`config.mk`:
```
export PLATFORM = sky130hd
export DESIGN_NAME = rmt_cell
export DESIGN_NICKNAME = d
export VERILOG_FILES = /design/src/design/rmt_pkg.sv /design/src/design/rmt_cell.sv
export SDC_FILE = /design/constraint.sdc
export NUM_CORES = 1
export LEC_CHECK = 0
export ABC_AREA = 1
export BUFFER_PORTS_ARGS = -buffer_cell sky130_fd_sc_hd__buf_2
export CORE_MARGIN = 5
export CORE_UTILIZATION = 40
export DETAILED_ROUTE_END_ITERATION = 12
export GPL_TIMING_DRIVEN = 0
export PLACE_DENSITY_LB_ADDON = 0.15
export SLEW_MARGIN = 15
export SYNTH_ARGS = -nofsm -noshare
export SYNTH_HDL_FRONTEND = slang
export SYNTH_SLANG_ARGS = --single-unit
```
`constraint.sdc`:
```
create_clock -name clk -period 3.45 [get_ports clk]
set_clock_uncertainty 0.1 [all_clocks]
set_input_delay 0.1725 -clock clk [delete_from_list [all_inputs] [get_ports clk]]
set_output_delay 0.1725 -clock clk [all_outputs]
set_load 0.1 [all_outputs]
```
`src/design/rmt_pkg.sv`:
```
// rmt_pkg: shared constants, types and state codes of the running median tracker
// depends on nothing; used by the interfaces, the cells, the group selects and the top level
`default_nettype none

package rmt_pkg;

	localparam int CAPACITY    = 256;
	localparam int SAMPLE_W    = 32;
	localparam int MEDIAN_W    = 33;
	localparam int COUNT_OUT_W = 9;
	localparam int CNT_W       = $clog2(CAPACITY + 1);
	localparam int IDX_W       = (CAPACITY > 1) ? $clog2(CAPACITY) : 1;
	localparam int GROUP_SIZE  = 16;
	localparam int GSEL_W      = $clog2(GROUP_SIZE);
	localparam int NUM_GROUPS  = (CAPACITY + GROUP_SIZE - 1) / GROUP_SIZE;
	localparam int GRP_W       = (NUM_GROUPS > 1) ? $clog2(NUM_GROUPS) : 1;
	localparam int PIDX_W      = GSEL_W + GRP_W;
	localparam int PAD_DEPTH   = NUM_GROUPS * GROUP_SIZE;

	typedef logic signed [SAMPLE_W-1:0] sample_t;
	typedef logic signed [MEDIAN_W-1:0] median_t;
	typedef logic [CNT_W-1:0]           count_t;
	typedef logic [COUNT_OUT_W-1:0]     count_out_t;

	typedef struct packed {
		logic    en;
		sample_t sample;
	} cell_ctl_t;

	typedef enum logic [1:0] {
		ST_IDLE,
		ST_GRP,
		ST_FIN
	} state_t;

endpackage

`default_nettype wire

```
`src/design/rmt_cell.sv`:
```
// rmt_cell: one cell of the sorted row; holds a value and shifts or takes the new sample
// depends on rmt_pkg for the sample and control types
`default_nettype none

module rmt_cell (
	input  wire logic                clk,
	input  wire rmt_pkg::cell_ctl_t  ctl,
	input  wire logic                occ,
	input  wire logic                left_gt,
	input  wire rmt_pkg::sample_t    left_val,
	output rmt_pkg::sample_t         val,
	output logic                     gt
);

	rmt_pkg::sample_t val_q;

	assign val = val_q;
	// occupied and strictly above the new sample
	assign gt  = occ && (val_q > ctl.sample);

	always_ff @(posedge clk) begin
		if (ctl.en) begin
			if (left_gt) begin
				val_q <= left_val;
			end else if (gt || !occ) begin
				val_q <= ctl.sample;
			end
		end
	end

endmodule

`default_nettype wire

```
Word-level counts from Yosys, hierarchy flattened
Cells that the tools add are included.

word-level totals
  bits in registers = 32
  bits in latches = 0
  memory bits (writable) = 0
  bits in read-only memories = 0
  input port bits = 68
  output and inout bits = 33
  word-level logic and storage cells = 9
  memories kept = 0

cells by class
  $add $sub $neg = 0
  multipliers = 0
  div/mod/pow operators = 0
  magnitude comparators = 1
  equality and inequality tests = 0
  shift-type cells = 0
  mux-type cells = 2
  bitwise gates (word level) = 0
  reduce and logical (&&, ||, !) cells = 5

operators by type and width
  cell                 number
  2-to-1 mux 32 bit    2
  > comparator 32 bit  1
  AND reduction 2 bit  1
  nonzero test 2 bit   1
  logical AND 1 bit    1
  zero test 1 bit      1
  logical OR 1 bit     1

Longest topological paths before layout
  word-level depth = 5
  depth in mapped cells = 16
  depth with buffers taken out = 16

Worst setup path after synthesis
Ideal clock, no wire load.

  path type = flip-flop to output port
  start = register val_q[19] (netlist: val[19])
  end = output gt
  arrival = 3,263 ps
  required time = 3,178 ps
  setup slack = -85 ps
  stages on the path, launching flop included = 10
  buffers on the path = 0
  path through = edfxtp_1 > ha_1 > a21o_1 > o21ai_1 > nand2_1 > a21oi_2 > nand2_1 > nand2_1 > nand3_2 > nor2_1

between the ends
  word-level cells in the longest chain between the ends = 2

RTL lines
  element                   line            source
  start: declaration        rmt_cell.sv:15  rmt_pkg::sample_t val_q;
  start signal: assignment  rmt_cell.sv:24  val_q <= left_val;
  start signal: assignment  rmt_cell.sv:26  val_q <= ctl.sample;
  > comparator 32 bit       rmt_cell.sv:19  assign gt = occ && (val_q > ctl.sample);
  logical AND 1 bit         rmt_cell.sv:19
  end: declaration          rmt_cell.sv:12  output logic gt

Every way passes these cells.

Final worst setup path
  start = register val_q[31] (netlist: val[31])
  end = register val_q[19] (netlist: val[19]) (enable)

between the ends
  word-level cells in the longest chain between the ends = 5

RTL lines
  element                               line            source
  > comparator 32 bit                   rmt_cell.sv:19
  logical AND 1 bit                     rmt_cell.sv:19
  logical OR 1 bit                      rmt_cell.sv:25  end else if (gt || !occ) begin
  nonzero test 2 bit (no source line)   n/a
  AND reduction 2 bit (no source line)  n/a

Every way passes these cells.
A chain may end at the register's enable or synchronous reset.

==> flow_summary.ini <==
[global_routing]
grt_pass1_vias = 1942
grtUsageTotal = 0.143
antenna_found_initial = 0
grt_max_degree = 33
grt_pass1_wl_mm = 8.27
gr-total-overflow = 0

[power_and_ir_drop]
p_clk_frac = 0.223
power_frac_seq = 0.394
power.switching_uw = 513
p_leak_nw = 1.51
vdd_drop_max_mv = 0.238
comb_power_share = 0.383
intPower_uw = 723
p_per_area_nw_per_um2 = 431
swShare = 0.415
power_mw = 1.24

[cells_and_area]
fin_area_sq_um = 2870
final_cell_mix = buf_2, nand2_1, inv_1
drive_gt1_frac = 0.326
final_nets = 455
syn2layout_area_growth_pct = 30.8
finish.utilization = 0.531
diodes = 0
largest_reg_flops = 32
final_common_cell = buf_2

[placed_design]
port_buffers = 99
dp_hpwl_mm = 4.09
dpl_cell_area_sq_um = 2790
gp_congestion = 0.736

[routing]
antenna_left = 0
met2WireLength_mm = 2.34
wirelength_mm = 5.08
initialDrtViolationCount = 45
wl_met1_mm = 2.27
vias = 1966
routed.top_layer = met4
avgRoutedWirePerCell_um = 11.9
viasPerCell = 4.59
drc = 0
wl_met3_um = 427
firstDrtPassIters = 4

[sta]
rsz0062_at_grt = false
fin_crit_sh = 0.836
fmax_mhz = 347
final.min_clock_period_ns = 2.88
finalSetupViolCount = 0
drv_slew = 0
finalHoldViolCount = 0
tns_ns = 0
relSlewSlack = 0.293
worst_pin_slew_ns = 1.06

[clock_tree]
postCtsSetupBuffers = 0
clk_root_buffer_cell = clkbuf_8
clk_path_buf_depth = 2
tritoncts = done
insertion_delay_ns = 0.28
cts.reportedPaths.clkPinSlew_ns = 0.07
numCtsBuffers = 5
h-tree-depth = 2
cts_resized = 0
ctsHoldBuffers = 0
cts_sinks = 32

[logic_synthesis]
synth_seq_area_share = 0.438
syn_area_sq_um = 2190
syn-num-nets = 349
synth-seq-cells = 32
synth_area_leader_cell = edfxtp_1
netlist_top_cells_area = edfxtp_1, ha_1, nand2_1
synth_cells = 249
synth.distinct_cells = 23
yosysTopAreaCellShare = 0.438
syn_area_per_cell_sq_um = 8.81
yosysWarnings = 0

[floorplanning]
num_io_pins = 101
die_area_sq_um = 7070
die_y_um = 84.1
start_util = 0.406
core_area_sq_um = 5410
fp.dieW_um = 84.1
rows = 27

[setup_path]
cp_max_fo = 32
worstPathArrival_ns = 2.68
cp-start-kind = register
crit_required_ns = 3.25
r2r_slack_ns = 0.57
endpoint_kind = register
reg2regPathDepth = 9
crit_type = register to register

[worst_hold_path]
min_path_cells = 3
hp-class = primary input to register

[run]
maxCapViolCount = 0

[run_status]
status = finished, final reports clean
power groups by stage:
stage | registers (mW) | clock network, mW | logic [mW]
5_1_grt | 0.491 | 0.309 | 0.512
3_3_place_gp | 0.495 | 0 | 0.474
3_5_place_dp | 0.496 | 0 | 0.477
4_1_cts | 0.487 | 0.286 | 0.479
2_1_floorplan | 0.717 | 0 | 0.151
6_report | 0.487 | 0.275 | 0.473
cells in the mapped netlist (all sizes together):
master  instances
nand2          64
inv            42
o21ai          34
edfxtp         32
ha             32
a21oi          15
nor2           10
clkbuf          6
nand3           3
nand4           3
a21o            2
o21a            2
buf             1
clkinv          1
mux2            1
nor3b           1
critical path: stages, from the launching register on:
cell      delay, ns
edfxtp_1       0.38
ha_1           0.35
nand2_1        0.10
nor2_2         0.14
nand2_2        0.07
nor3b_2        0.20
nand2_1        0.09
nand3_1        0.09
nand3_2        0.13
a21oi_4        0.85
per-stage QoR:
stage                     cells  worst slack (ns)  hold slack (ns)
after floorplan             249             0.323            0.260
after global placement      420             0.492            0.348
after detailed placement    420             0.491            0.357
after CTS                   428             0.482           0.0586
after global routing        428             0.309           0.0637
final                       428             0.567           0.0681
cell type report:
type / instances / area, sq um
inverters: 43 / 161
clock buffers: 7 / 76.3
well taps: 72 / 90.1
flip-flops and latches: 32 / 961
multi-input cells: 167 / 1050
clock inverters: 1 / 3.75
fillers: 563 / 2530
plain buffers: 7 / 33.8
repair buffers: 99 / 495
logic make-up after synthesis:
kind of cell	after synthesis	share of synthesized area
DFF	32	0.438
and+or+nand+nor	81	0.156
muxes	1	0.00513
buffers and inverters	50	0.0889
adders and majority gates	32	0.182
AOI/OAI and AO/OA	53	0.129
final timing paths:
| kind | start | to |
|---|---|---|
| worst min register to register | val[31] | val[3] |
| worst max-delay path | val[31] | val[19] |
| worst max register to register | val[31] | val[19] |
| worst min-delay path | left_val[13] | val[13] |
metal layers:
layer / up-vias / track usage
met5: - / 0
met4: 0 / 0.0351
met3: 5 / 0.0523
met2: 63 / 0.237
met1: 857 / 0.177
li1: 1041 / -
Power figures use the tool's default switching activity.
