$ cat src/design/rmt_pkg.sv
// rmt_pkg: shared constants, types and state codes of the running median tracker
// depends on nothing; used by the interfaces, the cells, the group selects and the top level
`default_nettype none

package rmt_pkg;

	localparam int CAPACITY    = 256;
	localparam int SAMPLE_W    = 32;
	localparam int MEDIAN_W    = 33;
	localparam int COUNT_OUT_W = 9;
	localparam int CNT_W       = $clog2(CAPACITY + 1);
	localparam int IDX_W       = (CAPACITY > 1) ? $clog2(CAPACITY) : 1;
	localparam int GROUP_SIZE  = 16;
	localparam int GSEL_W      = $clog2(GROUP_SIZE);
	localparam int NUM_GROUPS  = (CAPACITY + GROUP_SIZE - 1) / GROUP_SIZE;
	localparam int GRP_W       = (NUM_GROUPS > 1) ? $clog2(NUM_GROUPS) : 1;
	localparam int PIDX_W      = GSEL_W + GRP_W;
	localparam int PAD_DEPTH   = NUM_GROUPS * GROUP_SIZE;

	typedef logic signed [SAMPLE_W-1:0] sample_t;
	typedef logic signed [MEDIAN_W-1:0] median_t;
	typedef logic [CNT_W-1:0]           count_t;
	typedef logic [COUNT_OUT_W-1:0]     count_out_t;

	typedef struct packed {
		logic    en;
		sample_t sample;
	} cell_ctl_t;

	typedef enum logic [1:0] {
		ST_IDLE,
		ST_GRP,
		ST_FIN
	} state_t;

endpackage

`default_nettype wire

$ cat src/design/rmt_group_sel.sv
// rmt_group_sel: picks the two middle candidates out of one group of cells into registers
// depends on rmt_pkg for widths and the sample type
`default_nettype none

module rmt_group_sel (
	input  wire logic                          clk,
	input  wire logic                          en,
	input  wire logic [rmt_pkg::GSEL_W-1:0]    lo_sel,
	input  wire logic [rmt_pkg::GSEL_W-1:0]    hi_sel,
	input  wire rmt_pkg::sample_t              vals [rmt_pkg::GROUP_SIZE],
	output rmt_pkg::sample_t                   lo_q,
	output rmt_pkg::sample_t                   hi_q
);

	always_ff @(posedge clk) begin
		if (en) begin
			lo_q <= vals[lo_sel];
			hi_q <= vals[hi_sel];
		end
	end

endmodule

`default_nettype wire

$ cat config.mk
export PLATFORM = sky130hd
export DESIGN_NAME = rmt_group_sel
export DESIGN_NICKNAME = d
export VERILOG_FILES = /design/src/design/rmt_pkg.sv /design/src/design/rmt_group_sel.sv
export SDC_FILE = /design/constraint.sdc
export NUM_CORES = 1
export LEC_CHECK = 0
export BUFFER_PORTS_ARGS = -buffer_cell sky130_fd_sc_hd__buf_4
export CORE_AREA = 4 4 223 225
export DETAILED_ROUTE_END_ITERATION = 12
export DIE_AREA = 0 0 227 229
export MAX_ROUTING_LAYER = met4
export PLACE_DENSITY = 0.55
export SKIP_LAST_GASP = 1
export SLEW_MARGIN = 30
export SYNTH_ARGS = -nofsm -noshare
export SYNTH_HDL_FRONTEND = slang
export SYNTH_SLANG_ARGS = --single-unit
$ cat constraint.sdc
create_clock -name clk -period 1.8 [get_ports clk]
set_clock_uncertainty 0.1 [all_clocks]
set_input_delay 0.36 -clock clk [delete_from_list [all_inputs] [get_ports clk]]
set_output_delay 0.36 -clock clk [all_outputs]
set_load 0.02 [all_outputs]
**Word level (Yosys, flattened, before mapping)**

Cells that the tools add are included.

- $lt $le $gt $ge: 2
- Multiplexer cells: 6
- Bitwise operators: 2

Operators with widths:

| cell | number |
|---|---|
| binary-select mux 32 bit (select 4 bit) | 2 |
| 2-to-1 mux 32 bit | 4 |
| greater-or-equal comparator 5 bit (second input constant) | 2 |
| NOT 4 -> 5 bit | 2 |

- Register bits: 64
- Input bits: 522
- Output and inout bits: 64
- Logic and storage cells: 12

**Longest topological paths before layout**

Gate-level depths: netlist (run 1).

- Word-level depth: 4
- Gate-level depth with buffers: 5
- Depth with buffers taken out: 3

**Least setup slack after synthesis (run 1)**

Ideal clock, no wire load.

- Path type: input port to flip-flop
- From: input port hi_sel[0] (netlist bit)
- To: register hi_q[0], data pin
- Library setup time: 0.259 ns
- Arrival: 1.534 ns
- Data required time: 1.441 ns
- Slack: -0.093 ns
- Stages on the path: 5
- Buffers on the path: 2
- Cells stage by stage: buf_2 -> buf_2 -> mux4_2 -> a22oi_1 -> nand2_1

- Cells in the longest elaborated chain, start to end: 4

Ends and longest elaborated chain:

| what | RTL line | source |
|---|---|---|
| start, declared | rmt_group_sel.sv:9 | `input wire logic [rmt_pkg::GSEL_W-1:0] hi_sel,` |
| NOT 4 -> 5 bit (implied by the code) | rmt_group_sel.sv:18 | `hi_q <= vals[hi_sel];` |
| binary-select mux 32 bit (select 4 bit) | rmt_group_sel.sv:18 |  |
| 2-to-1 mux 32 bit (implied by the code) (2 in a row) | rmt_group_sel.sv:18 |  |
| end signal, assigned | rmt_group_sel.sv:18 |  |
| end, declared | rmt_group_sel.sv:12 | `output rmt_pkg::sample_t hi_q` |

Every way passes these cells. The select of a mux whose other input is x is not followed.
A chain may end at the register's enable or synchronous reset.

**Worst setup path after layout (run 1)**

- From: input port hi_sel[0] (netlist bit)
- To: register hi_q[21], data pin

Same word-level chain as after synthesis.

==> impl_metrics.py, run 1 <==
metrics = {
    "run_status": {
        "status": "complete, no violations",
    },
    "global_routing": {
        "grt.overflow.total": 0,
        "antenna_found_initial": 0,
        "grtUsageTotal_pct": 19.2,
        "grt_pass1_vias": 11254,
        "grt_max_degree": 64,
        "grt_first_pass_wirelength_um": 71900,
    },
    "floorplanning": {
        "dieArea_sq_um": 52000,
        "die_h_um": 229,
        "std_cell_rows": 80,
        "fp.dieW_um": 227,
        "start_util_pct": 19.6,
        "ios": 586,
        "core_region_area_sq_um": 47500,
    },
    "sta": {
        "fin_ws_ns": 0.0785,
        "min_period_ns": 1.72,
        "slew_violations": 0,
        "clock.fmax_ghz": 0.581,
        "fin_crit_sh_pct": 95.6,
        "slew_headroom_pct": 48.0,
        "rsz0062_at_grt": "false",
        "tightestPinTransition_ns": 0.778,
        "setup_violations": 0,
        "final-hold-violation-count": 0,
        "holdWs_ns": 0.115,
        "setup-tns-final_ns": 0,
    },
    "cells_and_area": {
        "ff_latch_area_sq_um": 1920,
        "final_cell_mix": "686 x buf_4, 256 x mux4_2, 127 x a22oi_1",
        "nFillCells": 4718,
        "areaGrowthSynthToFinish_pct": 68.4,
        "layout.nets": 1767,
        "multi_input_area_sq_um": 7060,
        "final_common_cell": "buf_4",
        "finish.instance_area_sq_um": 15700,
        "drive_gt1_share_pct": 79.3,
        "n_antenna_cell": 0,
    },
    "critical_path": {
        "critPathMaxStageDelay_ns": 0.52,
        "cp_max_fo": 19,
        "arrival_ns": 1.74,
        "cp.required_ns": 1.82,
        "cp-start-kind": "input port",
        "path_buf_inv": 3,
        "worst_setup_path_end_kind": "flop",
        "path_class": "input port to flop",
        "crit_chain": "clkbuf_8 -> buf_12 -> buf_12 -> mux4_2 -> a22oi_1 -> nand2_1",
        "path_common_cell": "buf_12",
        "crit_family": "multiplexers",
        "cp_slowest_cell": "mux4_2",
    },
    "logic_synthesis": {
        "ys_seq_area_share_pct": 20.6,
        "synth-seq-cells": 64,
        "synth_cell_types": 11,
        "ys.warnings.count": 0,
        "syn_nets": 1128,
        "syn_area_sq_um": 9340,
        "postSynthAreaPerCell_sq_um": 15.4,
        "syn_inst": 606,
    },
    "routing": {
        "routed_wl_um": 50300,
        "vias": 10051,
        "wl_per_cell_um": 27.0,
        "final_antenna_net_count": 0,
        "drtIter0Drc": 671,
        "drc_errors": 0,
        "viasPerCell": 5.39,
        "dr.pass1.iters": 5,
    },
    "cts": {
        "root_buffer": "clkbuf_16",
        "cts_tree": "yes",
        "htree_levels": 3,
        "path_clk_slew_ns": 0.06,
        "clock_path_buffers": 2,
        "cts_setup_buffers": 0,
        "numCtsBuffers": 9,
        "clock-sinks": 64,
    },
    "place": {
        "dp_hpwl_um": 41300,
        "portBuffers": 585,
        "gp_congestion": 0.937,
        "postPlaceCellArea_sq_um": 15400,
        "dpl_worst_slack_ns": -0.434,
    },
    "hold_path": {
        "hold_path_class": "input port to flop",
    },
    "power": {
        "ir_drop_v": 0.000386,
        "power_density_nw_per_um2": 499,
        "p_leak_uw": 0.00650,
    },
    "flow_run": {
        "drv_cap": 0,
    },
}
## report_power, final
part           internal [uW]  switching [uW]  total [uW]
clock                   1190             824        2010
sequential              1880            65.8        1940
combinational           2250            1640        3890
total                   5310            2530        7850
## repair_timing
action,4_1_cts,5_1_grt
hold buffers,0,0
gates resized for setup,1,0
setup endpoints to repair,1,0
## path summary, 6_finish.rpt
| kind | startpoint | endpoint | cells past startpoint |
|---|---|---|---|
| max | hi_sel[0] | hi_q[21] | 6 |
| min | en | hi_q[23] | 1 |
## metal layers
layer | vias up | GRT usage [%] | part of all wire [%]
met5 | - | - | 0
met2 | 638 | 32.5 | 51
li1 | 4114 | - | -
met4 | 0 | 7.11 | 3.2
met3 | 101 | 3.61 | 8.0
met1 | 5198 | 22.7 | 38
## state kept, by name (all words and copies together), names as in the netlist
| register | count |
|---|---|
| lo_q | 32 |
| hi_q | 32 |
## per-stage QoR
step | power [uW] | std cells | utilization [%]
3_3_place_gp | 5820 | 1849 | 32.5
2_1_floorplan | 3830 | 606 | -
5_1_grt | 8220 | 1864 | 33.1
4_1_cts | 7950 | 1864 | 33.1
6_report | 7850 | 1864 | 33.1
3_5_place_dp | 5860 | 1849 | 32.5
## synthesized netlist by cell type
cell	number	area share, %
mux4_2	256	62
a22oi_1	128	10
edfxtp_1	64	21
nand2_1	64	2.6
clkbuf_1	33	1.3
buf_1	20	0.80
buf_4	18	1.4
buf_2	15	0.80
nor2b_1	4	0.27
and2_1	2	0.13
nor2_1	2	0.080
## layout make-up
cell class,instances,area share [%]
multi-input cells,456,44.9
repair buffers,714,36.1
flip-flops and latches,64,12.2
well taps,615,4.89
clock buffers,9,1.43
clock inverters,6,0.477
## cells by family after synthesis
family                 Yosys count  share of synthesized area, %
AOI/OAI and AO/OA              128                          10.3
buffers and inverters           86                          4.38
DFF                             64                          20.6
muxes                          256                          61.7
and+or+nand+nor                 72                          3.05
Note: power is estimated with default switching activity, not from simulation.
==> inputs of run 2 (changes only) <==
PLACE_DENSITY = 0.54   (was 0.55)
clock period = 1.6 ns   (was 1.8 ns; I/O delays follow)
==> run 2 against run 1 <==
  * The run now ends with setup timing left
  * Sequential power up 13%
  * Setup slack lost 0.087 ns
  * Hold slack better by 0.23 ns
  * Final area up 4.4%
  * Die area unchanged
  * Count of clock-buffer cells in the layout increased by 1
  * Combinational power grew 18%
  * Non-clock buffer count is 21 higher
  * Critical endpoint is now hi_q[10]
==> impl_metrics.py, run 2 (synthesized netlist as in run 1, its figures left out) <==
metrics = {
    "run_status": {
        "status": "finished with violations",
        "failed_checks": "setup timing",
    },
    "routing": {
        "wl_per_cell_um": 27.9,
        "dr.pass1.iters": 4,
        "wl_met1_um": 19200,
        "drtIter0Drc": 714,
        "met2_length_um": 26500,
        "drc_errors": 0,
        "viasPerCell": 5.39,
        "top_layer_used": "met4",
        "vias": 10195,
        "routed_wl_um": 52700,
        "final_antenna_net_count": 0,
        "wl_met3_um": 4790,
    },
    "cts": {
        "root_buffer": "clkbuf_16",
        "path_clk_slew_ns": 0.06,
        "htree_levels": 3,
        "clock_path_buffers": 2,
        "cts_tree": "yes",
        "hold_buffers": 0,
        "numCtsBuffers": 9,
        "clock-sinks": 64,
    },
    "critical_path": {
        "critPathMaxStageDelay_ns": 0.50,
        "cp_max_fo": 8,
        "cp_slowest_cell": "mux4_2",
        "arrival_ns": 1.61,
        "cp-start-kind": "input port",
        "path_buf_inv": 3,
        "path_class": "input port to flop",
        "cp_num_cells": 6,
        "cp.required_ns": 1.60,
        "worst_setup_path_end_kind": "flop",
        "crit_family": "multiplexers",
        "crit_chain": "buf_12 -> clkbuf_16 -> buf_4 -> mux4_2 -> a22oi_1 -> nand2_1",
    },
    "power": {
        "ir_drop_v": 0.000438,
        "p_leak_uw": 0.00676,
        "power_density_nw_per_um2": 550,
    },
    "sta": {
        "setup_violations": 1,
        "rsz0062_at_grt": "true",
        "fin_crit_sh_pct": 101,
        "tightestPinTransition_ns": 0.947,
        "final-hold-violation-count": 0,
        "slew_violations": 0,
        "holdWs_ns": 0.347,
        "fin_ws_ns": -0.00874,
        "slew_headroom_pct": 36.7,
        "min_period_ns": 1.61,
        "clock.fmax_ghz": 0.622,
    },
    "cells_and_area": {
        "areaGrowthSynthToFinish_pct": 75.9,
        "utilization_pct": 34.6,
        "largestRegisters": "hi_q x32, lo_q x32",
        "layout.nets": 1788,
        "final_cells": 1890,
        "final_cell_mix": "676 x buf_4, 256 x mux4_2, 109 x a22oi_1",
        "final_common_cell": "buf_4",
        "drive_gt1_share_pct": 81.3,
    },
    "global_routing": {
        "antenna_found_initial": 4,
        "grt_first_pass_wirelength_um": 72200,
        "grt_pass1_vias": 11106,
        "grt.overflow.total": 0,
        "grt_max_degree": 34,
        "grtUsageTotal_pct": 19.3,
    },
    "place": {
        "dp_hpwl_um": 42200,
        "portBuffers": 585,
        "dp.cells": 1847,
        "dpl_worst_slack_ns": -0.458,
        "gp_congestion": 0.920,
    },
    "flow_run": {
        "drv_cap": 0,
    },
    "floorplanning": {
        "std_cell_rows": 80,
        "fp.dieW_um": 227,
        "dieArea_sq_um": 52000,
        "die_h_um": 229,
        "ios": 586,
        "start_util_pct": 19.6,
        "core_region_area_sq_um": 47500,
    },
    "hold_path": {
        "hold_path_class": "input port to flop",
        "hold_depth": 2,
    },
}
==> run 2: repair_timing <==
item / CTS / global route
endpoints found under the setup margin: 8 / 47
endpoints found under the hold margin: 0 / 0
pin swaps: 1 / 0
cloned: 0 / 9
buffers inserted: 0 / 14
gates resized for setup: 5 / 32
==> run 2: where the power goes <==
group          switching, uW  internal (uW)  leakage (uW)
registers               75.9           2110      0.000623
logic                   1900           2690       0.00599
clock network            902           1360      0.000146
total                   2880           6160       0.00676
==> run 2: routing by layer <==
layer  global-route usage (%)  vias to the layer above
met5                        -                        -
met4                     6.43                        0
met3                     5.02                      113
met2                     32.9                      671
met1                     22.0                     5243
li1                         -                     4168
==> run 2: final timing paths <==
check	to	slack (ns)	start
worst max-delay path	hi_q[10]	-0.009	hi_sel[0]
worst min-delay path	lo_q[21]	0.35	en
==> run 2: area by class of cell <==
cell class                 count  area (sq um)
fill                        4664         31100
multi-input combinational    456          7160
timing repair buffer         735          6260
sequential                    64          1920
tap                          615           769
clock buffer                  10           229
clock inverter                 6          83.8
antenna                        4          10.0
==> run 2: metrics by stage <==
| step | setup TNS [ns] | instance area (sq um) | power [uW] |
|---|---|---|---|
| 2_1_floorplan | -4.66 | 9700 | 4370 |
| 3_3_place_gp | -23.07 | 15600 | 6600 |
| 3_5_place_dp | -23.64 | 15600 | 6650 |
| 4_1_cts | -0.00276 | 15900 | 9000 |
| 5_1_grt | -0.0138 | 16400 | 9500 |
| 6_report | -0.00874 | 16400 | 9040 |
